File: src/hdl/gdr_pkg.sv
// ----------------------------------------------------------------------------
// gdr_pkg
// shared types and constants of the grid dda column ray caster
// ----------------------------------------------------------------------------
package gdr_pkg;

    localparam int CFG_W   = 20;
    localparam int CFG_IW  = 3;
    localparam int COL_W   = 10;
    localparam int ROW_W   = 9;
    localparam int DIST_W  = 24;
    localparam int CAM_W   = 28;
    localparam int RAY_W   = 30;
    localparam int PROD_W  = 46;
    localparam int LH_W    = 30;
    localparam int DIV_NW  = 40;
    localparam int DIV_DW  = 30;
    localparam int Q_ONE   = 65536;

    localparam logic [DIST_W-1:0] DIST_MAX = '1;

    localparam logic [CFG_IW-1:0] CFG_POS_X   = 3'd0;
    localparam logic [CFG_IW-1:0] CFG_POS_Y   = 3'd1;
    localparam logic [CFG_IW-1:0] CFG_DIR_X   = 3'd2;
    localparam logic [CFG_IW-1:0] CFG_DIR_Y   = 3'd3;
    localparam logic [CFG_IW-1:0] CFG_PLANE_X = 3'd4;
    localparam logic [CFG_IW-1:0] CFG_PLANE_Y = 3'd5;

    localparam logic OP_WRITE = 1'b0;
    localparam logic OP_CAST  = 1'b1;

    typedef enum logic [2:0] {
        SEL_DX,
        SEL_DY,
        SEL_DIST,
        SEL_LH
    } t_div_sel;

    typedef struct packed {
        logic     clr;
        logic     map_wr;
        logic     load;
        logic     div_start;
        t_div_sel div_sel;
        logic     ray_mul;
        logic     ray_add;
        logic     side_init;
        logic     step;
        logic     set_esc;
        logic     finish;
    } t_cmd;

    typedef struct packed {
        logic clr_last;
        logic div_done;
        logic start_out;
        logic oob;
        logic wall;
    } t_sts;

    function automatic logic [DIST_W-1:0] sat_dist(input logic [DIV_NW-1:0] q);
        logic [DIST_W-1:0] r;
        r = (|q[DIV_NW-1:DIST_W]) ? DIST_MAX : q[DIST_W-1:0];
        return r;
    endfunction

endpackage

File: src/hdl/gdr_ctrl.sv
// ----------------------------------------------------------------------------
// gdr_ctrl
// sequencer: map clearing and writes, ray set-up, dda walk, distance and height divisions and result
// ----------------------------------------------------------------------------
module gdr_ctrl #(
    parameter int MAP_DIM = 16
) (
    input  logic          i_clk,
    input  logic          i_rst_n,
    input  logic          i_start,
    input  logic          i_operation,
    output logic          o_busy,
    output gdr_pkg::t_cmd o_cmd,
    input  gdr_pkg::t_sts i_sts
);
    import gdr_pkg::*;

    localparam int LIM   = 4 * MAP_DIM + 4;
    localparam int CNT_W = $clog2(LIM + 1);

    typedef enum logic [4:0] {
        S_CLEAR, S_IDLE, S_RAY_MUL, S_RAY_ADD,
        S_DX, S_DX_W, S_DY, S_DY_W, S_SIDE, S_STEP, S_TEST,
        S_DIST, S_DIST_W, S_LH, S_LH_W, S_OUT
    } t_state;

    t_state           r_state, n_state;
    logic [CNT_W-1:0] r_cnt;

    always_comb begin
        o_cmd   = '0;
        n_state = r_state;
        unique case (r_state)
            S_CLEAR: begin
                o_cmd.clr = 1'b1;
                if (i_sts.clr_last) n_state = S_IDLE;
            end
            S_IDLE: begin
                if (i_start) begin
                    if (i_operation == OP_CAST) begin
                        o_cmd.load = 1'b1;
                        n_state    = S_RAY_MUL;
                    end else begin
                        o_cmd.map_wr = 1'b1;
                    end
                end
            end
            S_RAY_MUL: begin
                o_cmd.ray_mul = 1'b1;
                n_state       = S_RAY_ADD;
            end
            S_RAY_ADD: begin
                o_cmd.ray_add = 1'b1;
                n_state       = S_DX;
            end
            S_DX: begin
                o_cmd.div_start = 1'b1;
                o_cmd.div_sel   = SEL_DX;
                n_state         = S_DX_W;
            end
            S_DX_W: begin
                if (i_sts.div_done) n_state = S_DY;
            end
            S_DY: begin
                o_cmd.div_start = 1'b1;
                o_cmd.div_sel   = SEL_DY;
                n_state         = S_DY_W;
            end
            S_DY_W: begin
                if (i_sts.div_done) n_state = S_SIDE;
            end
            S_SIDE: begin
                o_cmd.side_init = 1'b1;
                if (i_sts.start_out) begin
                    o_cmd.set_esc = 1'b1;
                    n_state       = S_OUT;
                end else begin
                    n_state = S_STEP;
                end
            end
            S_STEP: begin
                o_cmd.step = 1'b1;
                n_state    = S_TEST;
            end
            S_TEST: begin
                priority if (i_sts.oob) begin
                    o_cmd.set_esc = 1'b1;
                    n_state       = S_OUT;
                end else if (i_sts.wall) begin
                    n_state = S_DIST;
                end else if (r_cnt == CNT_W'(LIM)) begin
                    o_cmd.set_esc = 1'b1;
                    n_state       = S_OUT;
                end else begin
                    n_state = S_STEP;
                end
            end
            S_DIST: begin
                o_cmd.div_start = 1'b1;
                o_cmd.div_sel   = SEL_DIST;
                n_state         = S_DIST_W;
            end
            S_DIST_W: begin
                if (i_sts.div_done) n_state = S_LH;
            end
            S_LH: begin
                o_cmd.div_start = 1'b1;
                o_cmd.div_sel   = SEL_LH;
                n_state         = S_LH_W;
            end
            S_LH_W: begin
                if (i_sts.div_done) n_state = S_OUT;
            end
            S_OUT: begin
                o_cmd.finish = 1'b1;
                n_state      = S_IDLE;
            end
            default: begin
                n_state = S_IDLE;
            end
        endcase
    end

    always_ff @(posedge i_clk) begin
        if (!i_rst_n) begin
            r_state <= S_CLEAR;
            r_cnt   <= '0;
        end else begin
            r_state <= n_state;
            if (r_state == S_IDLE) begin
                r_cnt <= '0;
            end else if (r_state == S_STEP) begin
                r_cnt <= r_cnt + 1'b1;
            end
        end
    end

    assign o_busy = (r_state != S_IDLE);

endmodule

File: config.mk
export PLATFORM = sky130hd
export DESIGN_NAME = gdr_ctrl
export DESIGN_NICKNAME = d
export VERILOG_FILES = /design/src/hdl/gdr_pkg.sv /design/src/hdl/gdr_ctrl.sv
export SDC_FILE = /design/constraint.sdc
export NUM_CORES = 1
export LEC_CHECK = 0
export ABC_AREA = 1
export BUFFER_PORTS_ARGS = -buffer_cell sky130_fd_sc_hd__clkbuf_2
export CORE_MARGIN = 1.5
export CORE_UTILIZATION = 50
export DETAILED_ROUTE_END_ITERATION = 10
export PLACE_DENSITY = 0.77
export SYNTH_ARGS = -nofsm -noshare
export SYNTH_HDL_FRONTEND = slang
export SYNTH_SLANG_ARGS = --single-unit
File: constraint.sdc
create_clock -name i_clk -period 1.4 [get_ports i_clk]
set_input_delay 0.21 -clock i_clk [delete_from_list [all_inputs] [get_ports i_clk]]
set_output_delay 0.21 -clock i_clk [all_outputs]
set_load 0.01 [all_outputs]
==> results.sh <==
export IMPL_dp_cells=159
export IMPL_worst_slack_ns=-0.270
export IMPL_ys_ff_latch=11
export IMPL_instances_no_fill=176
export IMPL_seq_area_sq_um=235
export IMPL_dieArea_sq_um=1840
export IMPL_wl_per_cell_um=16.0
export IMPL_cts_buffers=3
export IMPL_finish_utilization_pct=86.3
export IMPL_ios=23
export IMPL_synthCells=121
export IMPL_ys_types=23
export IMPL_viasPerCell=5.60
export IMPL_arrival_ns=1.46
export IMPL_synth_seq_area_share_pct=27.6
export IMPL_synthAdderAreaFrac_pct=3.14
export IMPL_clk_path_buf_depth=2
export IMPL_hp_class="in2reg"
export IMPL_violations="negative setup slack"
export IMPL_first_global_vias=796
export IMPL_detail_route_antenna_nets=0
export IMPL_die_w_um=42.9
export IMPL_area_delta_synth_final_pct=63.1
export IMPL_endpoint_kind="primary output"
export IMPL_cts_hold_buf=0
export IMPL_gp_congestion=0.895
export IMPL_critPathRequiredTime_ns=1.19
export IMPL_crit_type="reg2out"
export IMPL_grt_usage_pct=25.1
export IMPL_drive_above_1_share_pct=55.6
export IMPL_cts_max_level=1
export IMPL_finalMaxSlewViolations=0
export IMPL_most_common_layout_cells="nand2_1 (15), clkbuf_2 (13), nor2_1 (12)"
export IMPL_drt_total_wl_mm=2.82
export IMPL_peakVddDrop_mv=1.33
export IMPL_mostFrequentLayoutCell="nand2_1"
export IMPL_die_h_um=42.9
export IMPL_muxShareOfSynthArea_pct=0
export IMPL_numClockSinks=11
export IMPL_dr_pass1_iters=4
export IMPL_clk_pin_slew_ns=0.08
export IMPL_critPathMaxFanout=2
export IMPL_syn_area_per_cell_sq_um=6.59
export IMPL_multi_input_area_sq_um=657
export IMPL_netlist_area_sq_um=797
export IMPL_clk_latency_ns=0.29
export IMPL_finalSetupTns_ns=-0.675
export IMPL_status="finished, violations left"
export IMPL_fin_crit_sh_pct=119
export IMPL_synth_nets=132
export IMPL_antenna_found_initial=0
export IMPL_leakage_uw=0.000607
export IMPL_grt_max_degree=7
export IMPL_holdWs_ns=0.203
export IMPL_final_hold_violation_count=0
export IMPL_finalNetCount=172
export IMPL_fmax_ghz=0.599
export IMPL_synth_compound_area_share_pct=12.2
export IMPL_setup_viol=8
export IMPL_drtIter0Drc=39
export IMPL_fp_row_count=14
export IMPL_vias=986
export IMPL_grt_pass1_wl_mm=3.43
export IMPL_diodes=0
export IMPL_start_util_pct=52.9
export IMPL_cts_root_buf="clkbuf_4"
export IMPL_yosys_warnings=0
export IMPL_start_kind="flop"
export IMPL_route_detailed_drc=0
export IMPL_synth_top_family_by_area="simple AND/OR/NAND/NOR gates"
export IMPL_core_sq_um=1510
export IMPL_post_dp_hpwl_mm=1.34
export IMPL_power_total_uw=1870
export IMPL_cts_tree="built"
export IMPL_drv_cap=0
export IMPL_synthXorXnorAreaFrac_pct=3.30
export IMPL_min_period_ns=1.67
export IMPL_powerDensity_nw_per_um2=1430
export IMPL_skew_ns=0.00268
export IMPL_n_fill_cell=81
export IMPL_synthSimpleGateAreaFrac_pct=41.6
export IMPL_io_buffers=21
export IMPL_grt_setup_unrepaired="true"
export IMPL_overflow=0
export IMPL_reg2reg_slack_ns=-0.14
-- flip-flops by register name, summed over array words and instances, names as in the netlist --
name	count
r_cnt	7
r_state	4
-- worst max-delay path, stage by stage, from the launching register on --
cell and delay [ns]:
dfxtp_2 0.34, inv_2 0.07, ha_4 0.12, inv_2 0.03
nor2_2 0.10, nand3_1 0.11, nand2_1 0.12, nand3_2 0.08
nand2_1 0.08, buf_2 0.12
-- synth_stat cells, drive strengths merged --
cell type / n / area [sq um]
a21oi: 10 / 50.1
and2: 1 / 6.26
buf: 1 / 7.51
conb: 1 / 3.75
dfxtp: 11 / 220
ha: 2 / 25.0
inv: 22 / 85.1
nand2: 24 / 105
nand3: 12 / 82.6
nand4: 1 / 6.26
nor2: 22 / 121
nor3: 2 / 10.0
o21ai: 8 / 40.0
o31ai: 1 / 7.51
xor2: 3 / 26.3
-- stage by stage --
step / instance area, sq um / worst slack [ns]
2_1_floorplan: 797 / 0.123
3_3_place_gp: 930 / 0.0579
3_5_place_dp: 930 / 0.0512
4_1_cts: 1130 / -0.184
5_1_grt: 1300 / -0.315
6_report: 1300 / -0.270
-- kinds of logic after synthesis --
family,Yosys count
adders and majority gates,2
DFF,11
and+or+nand+nor,62
xor gates and xnor gates,3
buffers and inverters,23
AOI/OAI and AO/OA,19
other,1
-- report_power, final --
| group | switching [uW] | internal (uW) |
|---|---|---|
| Sequential | 77.1 | 365 |
| Clock | 133 | 111 |
| Combinational | 710 | 469 |
-- area by class of cell --
class | instances | share of cell area [%]
timing repair buffer | 36 | 20.5
multi-input combinational | 87 | 50.5
sequential | 11 | 18.1
inverter | 22 | 7.31
tap | 16 | 1.54
clock buffer | 4 | 2.02
-- metal layers --
| layer | global-route usage, % | share of wire (%) |
|---|---|---|
| met1 | 29.5 | 40 |
| met5 | 0 | 0 |
| met2 | 41.8 | 50 |
| met3 | 5.96 | 6.7 |
| met4 | 13.1 | 3.4 |
-- what timing repair did --
action                     4_1_cts  5_1_grt
pin swaps                        9       18
gates resized for setup         32       43
setup buffers                   10        4
setup endpoints to repair        9       14
-- worst paths after layout --
path | startpoint | cells past startpoint | end
worst max-delay path | r_cnt[0] | 9 | o_cmd[1]
worst min-delay path | i_rst_n | 3 | r_state[2]
worst max register to register | r_cnt[0] | 12 | r_state[2]
worst min register to register | r_cnt[6] | 2 | r_cnt[6]
Power figures use the tool's default switching activity.
